===== src/afr_pkg.sv =====
// Package for the API frame receiver: parser phase codes, the result record
// and the checksum target. No dependencies.
`timescale 1ns / 1ps
`default_nettype none

package afr_pkg;

  localparam int unsigned ByteW  = 8;
  localparam int unsigned LenW   = 16;
  localparam int unsigned PhaseW = 3;

  localparam logic [ByteW-1:0] SumTarget = 8'hFF;

  typedef enum logic [PhaseW-1:0] {
    PH_START    = 3'd0,
    PH_LEN_HI   = 3'd1,
    PH_LEN_LO   = 3'd2,
    PH_CONTENT  = 3'd3,
    PH_CHECKSUM = 3'd4
  } afr_phase_e;

  typedef struct packed {
    logic [ByteW-1:0] data_byte;
    logic [LenW-1:0]  byte_index;
    logic             frame_end;
    logic             checksum_ok;
    logic [ByteW-1:0] frame_type;
    logic [LenW-1:0]  frame_length;
  } afr_result_t;

endpackage : afr_pkg

`default_nettype wire


===== src/afr_if.sv =====
// Stream interfaces of the API frame receiver: received bytes in, results out.
// Depends on afr_pkg.
`timescale 1ns / 1ps
`default_nettype none

interface afr_rx_if
  import afr_pkg::*;
();
  logic             valid;
  logic             ready;
  logic [ByteW-1:0] rx_byte;

  modport source (output valid, output rx_byte, input ready);
  modport sink   (input valid, input rx_byte, output ready);
endinterface : afr_rx_if

interface afr_res_if
  import afr_pkg::*;
();
  logic             valid;
  logic             ready;
  logic [ByteW-1:0] data_byte;
  logic [LenW-1:0]  byte_index;
  logic             frame_end;
  logic             checksum_ok;
  logic [ByteW-1:0] frame_type;
  logic [LenW-1:0]  frame_length;

  modport source (output valid, output data_byte, output byte_index, output frame_end,
                  output checksum_ok, output frame_type, output frame_length,
                  input ready);
  modport sink   (input valid, input data_byte, input byte_index, input frame_end,
                  input checksum_ok, input frame_type, input frame_length,
                  output ready);
endinterface : afr_res_if

`default_nettype wire


===== src/afr_deframer.sv =====
// Frame parser state and per-byte result logic of the API frame receiver.
// Depends on afr_pkg.
`timescale 1ns / 1ps
`default_nettype none

module afr_deframer
  import afr_pkg::*;
(
  input  wire logic             clk_i,
  input  wire logic             rst_ni,
  input  wire logic             byte_valid_i,
  input  wire logic [ByteW-1:0] byte_i,
  output logic                  res_valid_o,
  output afr_result_t           res_o
);

  afr_phase_e       phase_q, phase_d;
  logic [LenW-1:0]  length_q, length_d;
  logic [LenW-1:0]  count_q, count_d;
  logic [ByteW-1:0] sum_q, sum_d;
  logic [ByteW-1:0] type_q, type_d;

  always_ff @(posedge clk_i or negedge rst_ni) begin
    if (!rst_ni) begin
      phase_q  <= PH_START;
      length_q <= '0;
      count_q  <= '0;
      sum_q    <= '0;
      type_q   <= '0;
    end else if (byte_valid_i) begin
      phase_q  <= phase_d;
      length_q <= length_d;
      count_q  <= count_d;
      sum_q    <= sum_d;
      type_q   <= type_d;
    end
  end

  always_comb begin
    phase_d     = phase_q;
    length_d    = length_q;
    count_d     = count_q;
    sum_d       = sum_q;
    type_d      = type_q;
    res_valid_o = 1'b0;
    res_o       = '0;

    unique case (phase_q)
      PH_LEN_HI: begin
        length_d = {byte_i, {ByteW{1'b0}}};
        phase_d  = PH_LEN_LO;
      end
      PH_LEN_LO: begin
        length_d = {length_q[LenW-1:ByteW], byte_i};
        count_d  = '0;
        sum_d    = '0;
        type_d   = '0;
        phase_d  = (length_d == '0) ? PH_CHECKSUM : PH_CONTENT;
      end
      PH_CONTENT: begin
        // latch the frame type on the first content byte
        if (count_q == '0) begin
          type_d = byte_i;
        end
        sum_d       = sum_q + byte_i;
        count_d     = count_q + 1'b1;
        res_valid_o = 1'b1;
        res_o.data_byte  = byte_i;
        res_o.byte_index = count_q;
        if (count_d == length_q) begin
          phase_d = PH_CHECKSUM;
        end
      end
      PH_CHECKSUM: begin
        sum_d             = sum_q + byte_i;
        res_valid_o       = 1'b1;
        res_o.frame_end   = 1'b1;
        res_o.checksum_ok = (sum_d == SumTarget);
        phase_d           = PH_START;
      end
      default: begin
        phase_d = PH_LEN_HI;
      end
    endcase

    res_o.frame_type   = type_d;
    res_o.frame_length = length_d;
  end

endmodule : afr_deframer

`default_nettype wire


===== src/api_frame_receiver.sv =====
// A byte that yields a result passes through the byte register and then the result
// register to res_o, as long as the result register is free.
// Throughput: one byte per cycle unless res_o stalls; parser updates once per byte.
// Start and length bytes produce no result and leave the output untouched.
// Back-pressure: the byte register and the result register each hold one item.
// Reset (rst_ni low, asynchronous): parser takes the next byte as a start byte,
// counters clear, both pipeline registers empty.
`timescale 1ns / 1ps
`default_nettype none

// Top level of the API frame receiver; instantiates afr_deframer.
// Depends on afr_pkg and the afr_rx_if / afr_res_if interfaces.
module api_frame_receiver
  import afr_pkg::*;
(
  input  wire logic  clk_i,
  input  wire logic  rst_ni,
  afr_rx_if.sink     rx_i,
  afr_res_if.source  res_o
);

  // Byte register: holds the accepted byte until the parser consumes it.
  logic             byte_valid_q;
  logic [ByteW-1:0] byte_q;

  // Result register: holds a finished result until the sink takes it.
  logic        out_valid_q;
  afr_result_t out_q;

  logic        advance;     // byte register hands its byte to the parser
  logic        par_valid;
  afr_result_t par_res;

  // The parser consumes the held byte whenever the result register can take
  // a new value (or the byte yields no result, which still needs the slot free
  // to keep the rule simple and the order intact).
  assign advance    = byte_valid_q && (!out_valid_q || res_o.ready);
  assign rx_i.ready = !byte_valid_q || advance;

  always_ff @(posedge clk_i or negedge rst_ni) begin
    if (!rst_ni) begin
      byte_valid_q <= 1'b0;
    end else if (rx_i.ready) begin
      byte_valid_q <= rx_i.valid;
    end
  end

  // Payload: capture on every transfer, no reset needed.
  always_ff @(posedge clk_i) begin
    if (rx_i.valid && rx_i.ready) begin
      byte_q <= rx_i.rx_byte;
    end
  end

  afr_deframer u_deframer (
    .clk_i        (clk_i),
    .rst_ni       (rst_ni),
    .byte_valid_i (advance),
    .byte_i       (byte_q),
    .res_valid_o  (par_valid),
    .res_o        (par_res)
  );

  // Advance the result register when empty or drained; drop nothing.
  always_ff @(posedge clk_i or negedge rst_ni) begin
    if (!rst_ni) begin
      out_valid_q <= 1'b0;
    end else if (!out_valid_q || res_o.ready) begin
      out_valid_q <= advance && par_valid;
    end
  end

  always_ff @(posedge clk_i) begin
    if (advance && par_valid) begin
      out_q <= par_res;
    end
  end

  assign res_o.valid        = out_valid_q;
  assign res_o.data_byte    = out_q.data_byte;
  assign res_o.byte_index   = out_q.byte_index;
  assign res_o.frame_end    = out_q.frame_end;
  assign res_o.checksum_ok  = out_q.checksum_ok;
  assign res_o.frame_type   = out_q.frame_type;
  assign res_o.frame_length = out_q.frame_length;

`ifndef SYNTHESIS
  // Frame-end results carry zero data and zero index.
  a_end_zero: assert property (@(posedge clk_i) disable iff (!rst_ni)
    (res_o.valid && res_o.frame_end) |-> (res_o.data_byte == '0 && res_o.byte_index == '0))
    else $error("frame-end result carries content fields");

  // A good checksum is only reported on a frame-end result.
  a_ok_on_end: assert property (@(posedge clk_i) disable iff (!rst_ni)
    (res_o.valid && res_o.checksum_ok) |-> res_o.frame_end)
    else $error("checksum_ok set on a content result");

  // A held byte that cannot advance stays in the byte register.
  a_byte_hold: assert property (@(posedge clk_i) disable iff (!rst_ni)
    (byte_valid_q && !advance) |=> (byte_valid_q && $stable(byte_q)))
    else $error("stalled byte lost from byte register");
`endif

endmodule : api_frame_receiver

`default_nettype wire

===== src/flat_wrapper.sv =====
// flat-port wrapper written by rule: the top's interface ports become plain ports
module api_frame_receiver_flat import afr_pkg::*;
  (clk_i, rst_ni, rx_i_valid, rx_i_rx_byte, rx_i_ready, res_o_valid, res_o_data_byte, res_o_byte_index, res_o_frame_end, res_o_checksum_ok, res_o_frame_type, res_o_frame_length, res_o_ready);
  afr_rx_if rx_i_i ();
  afr_res_if res_o_i ();
  input  wire logic clk_i;
  input  wire logic rst_ni;
  input wire logic [$bits(rx_i_i.valid)-1:0] rx_i_valid;
  input wire logic [$bits(rx_i_i.rx_byte)-1:0] rx_i_rx_byte;
  output wire logic [$bits(rx_i_i.ready)-1:0] rx_i_ready;
  output wire logic [$bits(res_o_i.valid)-1:0] res_o_valid;
  output wire logic [$bits(res_o_i.data_byte)-1:0] res_o_data_byte;
  output wire logic [$bits(res_o_i.byte_index)-1:0] res_o_byte_index;
  output wire logic [$bits(res_o_i.frame_end)-1:0] res_o_frame_end;
  output wire logic [$bits(res_o_i.checksum_ok)-1:0] res_o_checksum_ok;
  output wire logic [$bits(res_o_i.frame_type)-1:0] res_o_frame_type;
  output wire logic [$bits(res_o_i.frame_length)-1:0] res_o_frame_length;
  input wire logic [$bits(res_o_i.ready)-1:0] res_o_ready;
  assign rx_i_i.valid = rx_i_valid;
  assign rx_i_i.rx_byte = rx_i_rx_byte;
  assign rx_i_ready = rx_i_i.ready;
  assign res_o_valid = res_o_i.valid;
  assign res_o_data_byte = res_o_i.data_byte;
  assign res_o_byte_index = res_o_i.byte_index;
  assign res_o_frame_end = res_o_i.frame_end;
  assign res_o_checksum_ok = res_o_i.checksum_ok;
  assign res_o_frame_type = res_o_i.frame_type;
  assign res_o_frame_length = res_o_i.frame_length;
  assign res_o_i.ready = res_o_ready;
  api_frame_receiver u_core (.clk_i(clk_i), .rst_ni(rst_ni), .rx_i(rx_i_i), .res_o(res_o_i));
endmodule

===== config.mk =====
export PLATFORM = sky130hd
export DESIGN_NAME = api_frame_receiver_flat
export DESIGN_NICKNAME = d
export VERILOG_FILES = /design/src/afr_pkg.sv /design/src/afr_if.sv /design/src/afr_deframer.sv /design/src/api_frame_receiver.sv /design/src/flat_wrapper.sv
export SDC_FILE = /design/constraint.sdc
export NUM_CORES = 1
export LEC_CHECK = 0
export ABC_CLOCK_PERIOD_IN_PS = 3500
export BUFFER_PORTS_ARGS = -buffer_cell sky130_fd_sc_hd__buf_4
export CORE_MARGIN = 4
export CORE_UTILIZATION = 45
export CTS_CLUSTER_DIAMETER = 30
export DETAILED_ROUTE_END_ITERATION = 8
export PLACE_DENSITY = 0.66
export SLEW_MARGIN = 20
export SYNTH_ARGS = -nofsm -noshare
export SYNTH_HDL_FRONTEND = slang
export SYNTH_SLANG_ARGS = --single-unit

===== constraint.sdc =====
create_clock -name clk_i -period 3.5 [get_ports clk_i]
set_input_delay 0.525 -clock clk_i [delete_from_list [all_inputs] [get_ports clk_i]]
set_output_delay 0.525 -clock clk_i [all_outputs]
set_load 0.005 [all_outputs]

# ---- Yosys cells after proc, flatten, opt, wreduce, memory -nomap -nowiden
# Cells that the tools add are included.
dict set report word_totals {
  ff_bits 111
  in_bits 12
  elab_cells 48
}
dict set report classes {
  n_addsub 2
  n_reduce_logical 15
  n_mux 10
  n_eq_ne 7
}
# cell n
set op_table {}
lappend op_table {{$pmux 16 s2} 2}
lappend op_table {{$logic_not 16->1} 2}
lappend op_table {{$pmux 8 s2} 2}
lappend op_table {{$add 16x1->16 const B} 1}
lappend op_table {{$eq 16x16->1} 1}
lappend op_table {{$pmux 3 s4} 1}
lappend op_table {{$add 8x8->8} 1}
lappend op_table {{$eq 8x8->1 const B} 1}
lappend op_table {{$mux 8} 1}
lappend op_table {{$eq 3x2->1 const B} 2}
lappend op_table {{$mux 3} 2}
lappend op_table {{$reduce_and 2->1} 3}
lappend op_table {{$reduce_bool 2->1} 2}
lappend op_table {{$eq 3x1->1 const B} 1}
lappend op_table {{$eq 3x3->1 const B} 1}
lappend op_table {{$logic_and 1x1->1} 3}
lappend op_table {{$logic_not 1->1} 2}
lappend op_table {{$logic_or 1x1->1} 2}
lappend op_table {{$mux 2} 1}
lappend op_table {{$ne 2x2->1 const B} 1}
lappend op_table {{$reduce_or 2->1} 1}
lappend op_table {{$mux 1} 1}

# ---- Longest topological paths before layout
dict set report depth {
  ltp_word 5
  depth_mapped 9
}

# ---- By module
# Synthesis repeated with hierarchy kept, for this count alone.
dict set report unflattened {
  cells_unflattened 495
  area_unflattened_um2 5519.0
}
# module area_per_inst_um2 cells_each seq_area_each_um2 instances
set modules_own_cells {}
lappend modules_own_cells {afr_deframer 3666.0 427 1276.2 1}
lappend modules_own_cells {api_frame_receiver 1853.0 68 1791.7 1}

# ---- Least setup slack after synthesis
# Ideal clock, no wire load.
dict set report synth_path {
  path_kind {register -> register}
  start {register u_core.u_deframer.phase_q[1]}
  end {register u_core.out_q, in the netlist u_core.res_o.byte_index[0] (enable)}
  arrival_ps 3235
  setup_ps 458
  required_time_ps 3042
  stages_incl_launch_ff 6
  setup_slack_ps -193
  path_cell_list {dfrtp_1 -> clkinv_1 -> nor2_1 -> clkbuf_1 -> a21oi_1 -> nor2_1}
}
dict set report synth_between {
  elab_chain_cells 4
  elab_cells_between_ends 5
  classes_between {eq/ne (2); mux (1); reduce/logical (2)}
}
# element line
set synth_lines {}
lappend synth_lines {{start: declaration} afr_deframer.sv:17} ;# afr_phase_e phase_q, phase_d;
lappend synth_lines {{start signal: assignment} afr_deframer.sv:31} ;# phase_q <= phase_d;
lappend synth_lines {{$eq 3x2->1 / $eq 3x3->1 (equally long branches)} afr_deframer.sv:48} ;# unique case (phase_q)
lappend synth_lines {{$reduce_or 2->1 (no line) (*)} --}
lappend synth_lines {{$mux 1 (*)} afr_deframer.sv:48}
lappend synth_lines {{$logic_and 1x1->1 (*)} api_frame_receiver.sv:74} ;# if (advance && par_valid) begin
lappend synth_lines {{end signal: assignment} api_frame_receiver.sv:75} ;# out_q <= par_res;
lappend synth_lines {{end: declaration} api_frame_receiver.sv:28} ;# afr_result_t out_q;
# Every way passes the cells marked *; elsewhere a longest branch is shown, timed or not.
# A chain may end at the register's enable or synchronous reset.

# ---- Worst setup path after layout
dict set report layout_path {
  start {register u_core.u_deframer.count_q[0]}
  end {register u_core.u_deframer.phase_q[1]}
}
dict set report layout_between {
  elab_chain_cells 4
}
# element line
set layout_lines {}
lappend layout_lines {{start: declaration} afr_deframer.sv:19} ;# logic [LenW-1:0] count_q, count_d;
lappend layout_lines {{start signal: assignment} afr_deframer.sv:33} ;# count_q <= count_d;
lappend layout_lines {{$add 16x1->16} afr_deframer.sv:66} ;# count_d = count_q + 1'b1;
lappend layout_lines {{$eq 16x16->1} afr_deframer.sv:70} ;# if (count_d == length_q) begin
lappend layout_lines {{$ne 2x2->1 (no line)} --}
lappend layout_lines {{$reduce_and 2->1 (no line)} --}
# Every way passes these cells.

==> reports/results.txt <==
Critical Setup Path Class - register to register
leak pwr - 2.778 nW
EDFF count, synth - 58
Final ANT Viol Nets - 0
setup bufs post-CTS - 0
MaxCap Viol Count - 0
Worst-Skew Late Latency - 0.36 ns
worst slew pin tran - 0.7134 ns
synthesized net count - 532
RSZ-0062 raised after global routing - no
CTS Hold Buffers Added - 0
CP top delay family - simple AND/OR/NAND/NOR gates
first-pass GRT wire length - 22.27 mm
largest net degree at the start of global routing - 54
Clock Tree Buf Depth - 2
I/O pin total - 64
Setup crit start kind - register
core box area - 0.01262 sq mm
post-DP HPWL - 9.259 mm
syn_area_per_cell - 11.35 sq um
vias in the first global route - 4155
DRT iter0 DRCs - 430
DRT Wirelength - 13.70 mm
H-Tree Depth - 3
gr ovfl total - 0
Max Slew Vio Count - 0
post-route setup slack - 0.9052 ns
GPL Wtd Cong - 0.9297
Hold Path Class - input pin to async pin
share of cells above drive strength 1 - 0.2199
initial cell density of the core - 0.4588
post_cts resized - 0
Crit Path Max Fanout - 8
Max stage delay cell, worst path - dfrtp_1
Worst Skew - 0.01060 ns
IO Port Bufs - 63
Vias/cell - 5.769
critical path's largest stage delay - 0.52 ns
Mapped Area - 0.005789 sq mm
Final setup viols - 0
Cells after Synth - 510
ANT cells - 0
status - complete, no violations
Tmin final - 2.595 ns
All-Layer GR Usage - 0.1928
CTS tree - yes
die footprint - 0.01474 sq mm
final design utilization - 0.5228
highest clock rate - 385.4 MHz
Bufs and invs on worst path - 0
dpl ws - 0.9352 ns
CTS Buf Count - 9
flops & latches, synth - 111
area delta synth->final - 13.96%
final worst-path cycle share - 0.7414
clock-pin slew on the worst setup and hold paths - 0.08 ns
Crit. End Element - register
worst endpoint required time - 3.74 ns
# DRC - 0
chip width - 121.4 um
Root Buffer - clkbuf_16
Fin. Hold Viols - 0
Rows - 41
setup TNS - 0 ns
Yosys Warn Count - 0
die outline height - 121.4 um
DRT Pass-1 Iters - 5
via count - 4246
peak supply drop - 0.0003195 V
CTS sink count - 111
power density over the cells - 636.0 mW/mm^2
initial antenna violation count - 1
Seq/Total Area, Yosys - 0.5299
Worst EP arrival - 2.84 ns
routed wire length per instance - 18.62 um
Netlist cell types - 67
Final nets - 581
Synth Flop Type - edfxtp_1
Synth async-reset ratio - 0.4775
slew margin rel. - 0.5244
CP Cell Sequence - ha_1, nand3_1, nor3_4, nand4_1, xnor2_1, a2111oi_4, and3_4, o21ai_2
-- logic make-up (layout without fill, tap and decap cells) --
| group | Yosys count | after routing | synth area share |
|---|---|---|---|
| DFF | 111 | 111 | 0.5299 |
| adders and majority gates | 10 | 10 | 0.02291 |
| and+or+nand+nor | 184 | 184 | 0.1725 |
| AOI/OAI and AO/OA | 113 | 113 | 0.1467 |
| muxes | 18 | 18 | 0.03436 |
| buffers and inverters | 46 | 100 | 0.05122 |
| xor gates and xnor gates | 28 | 28 | 0.04236 |
-- worst register-to-register path: cells and delay by family (launching register included) --
kind	cells	cell delay (ns)
and+or+nand+nor	4	1.05
DFF	1	0.52
AOI/OAI and AO/OA	2	0.37
adders and majority gates	1	0.31
xor gates and xnor gates	1	0.23
-- routing by layer --
metal,track usage,vias up,wire (um)
li1,-,1982,-
met3,0.03357,19,911
met5,0,-,18
met2,0.3036,143,6308
met1,0.2659,2100,6189
met4,0.07633,2,274
-- area by class of cell --
type,count,area [sq um]
clock buffer,9,225.2
sequential,111,3068
fill,1152,6022
multi-input combinational,353,2432
timing repair buffer,74,555.5
tap,172,215.2
clock inverter,7,63.81
inverter,10,37.54
-- stage by stage --
| stage | total power, mW | instances | hold WS (ns) | area, sq um |
|---|---|---|---|---|
| finish | 4.196 | 736 | 0.2006 | 6598 |
| global route | 4.427 | 736 | 0.2810 | 6598 |
| CTS | 4.212 | 736 | 0.2472 | 6598 |
| detailed placement | 3.199 | 720 | 0.4858 | 6309 |
| global placement | 3.161 | 720 | 0.4846 | 6309 |
| floorplan | 2.813 | 510 | 0.2294 | 5792 |
-- synth_stat cells, types with 10 or more instances --
master	instances	area, sq um
o21ai_0	25	125.1
mux2_2	15	168.9
clkbuf_1	19	71.32
nor2_1	24	90.09
and3_1	24	150.1
nand3_1	15	75.07
nor3_1	13	65.06
a22oi_1	10	75.07
nand2_1	62	232.7
edfxtp_1	58	1742
xnor2_1	19	166.4
a22o_1	28	245.2
dfrtp_1	53	1326
-- final timing paths --
path | from | end | slack (ns) | depth (start not counted)
max | u_core.u_deframer.count_q[0] | u_core.u_deframer.phase_q[1] | 0.91 | 8
min | rst_ni | u_core.u_deframer.count_q[6] | 0.20 | 1
max reg2reg | u_core.u_deframer.count_q[0] | u_core.u_deframer.phase_q[1] | 0.91 | 8
min reg2reg | u_core.u_deframer.type_q[5] | u_core.u_deframer.type_q[5] | 0.51 | 1
max in group asynchronous | rst_ni | u_core.u_deframer.length_q[3] | 2.80 | 1
min in group clk_i | rx_i_rx_byte[4] | u_core.byte_q[4] | 0.34 | 1
-- flip-flops by register name, summed over array words and instances (netlist names) --
| signal | cells |
|---|---|
| u_core.byte_q | 8 |
| u_core.res_o.checksum_ok | 1 |
| u_core.res_o.byte_index | 16 |
| u_core.res_o.valid | 1 |
| u_core.u_deframer.phase_q | 3 |
| u_core.res_o.frame_type | 8 |
| u_core.byte_valid_q | 1 |
| u_core.res_o.frame_length | 16 |
| u_core.res_o.data_byte | 8 |
| u_core.u_deframer.type_q | 8 |
| u_core.u_deframer.length_q | 16 |
| u_core.u_deframer.sum_q | 8 |
| u_core.res_o.frame_end | 1 |
| u_core.u_deframer.count_q | 16 |
-- power breakdown --
part           internal, mW  switching [mW]
Sequential             1.65           0.280
Combinational         0.595           0.669
Clock                 0.503           0.504
-- layout by cell type, fill, tap and decap left out, types with 5 or more instances in the layout --
cell	instances
inv_1	9
a22o_1	28
edfxtp_1	58
o21ai_0	25
nand3_1	15
nor4_1	7
buf_4	74
xor2_1	9
nor2_1	23
ha_1	9
nand2_1	62
a21oi_1	9
a22oi_1	10
xnor2_1	19
dfrtp_1	53
nor3_1	13
clkbuf_16	9
a21o_1	6
and3_1	24
a221o_1	5
nand2b_1	6
mux2_2	15
Power figures use the tool's default switching activity.
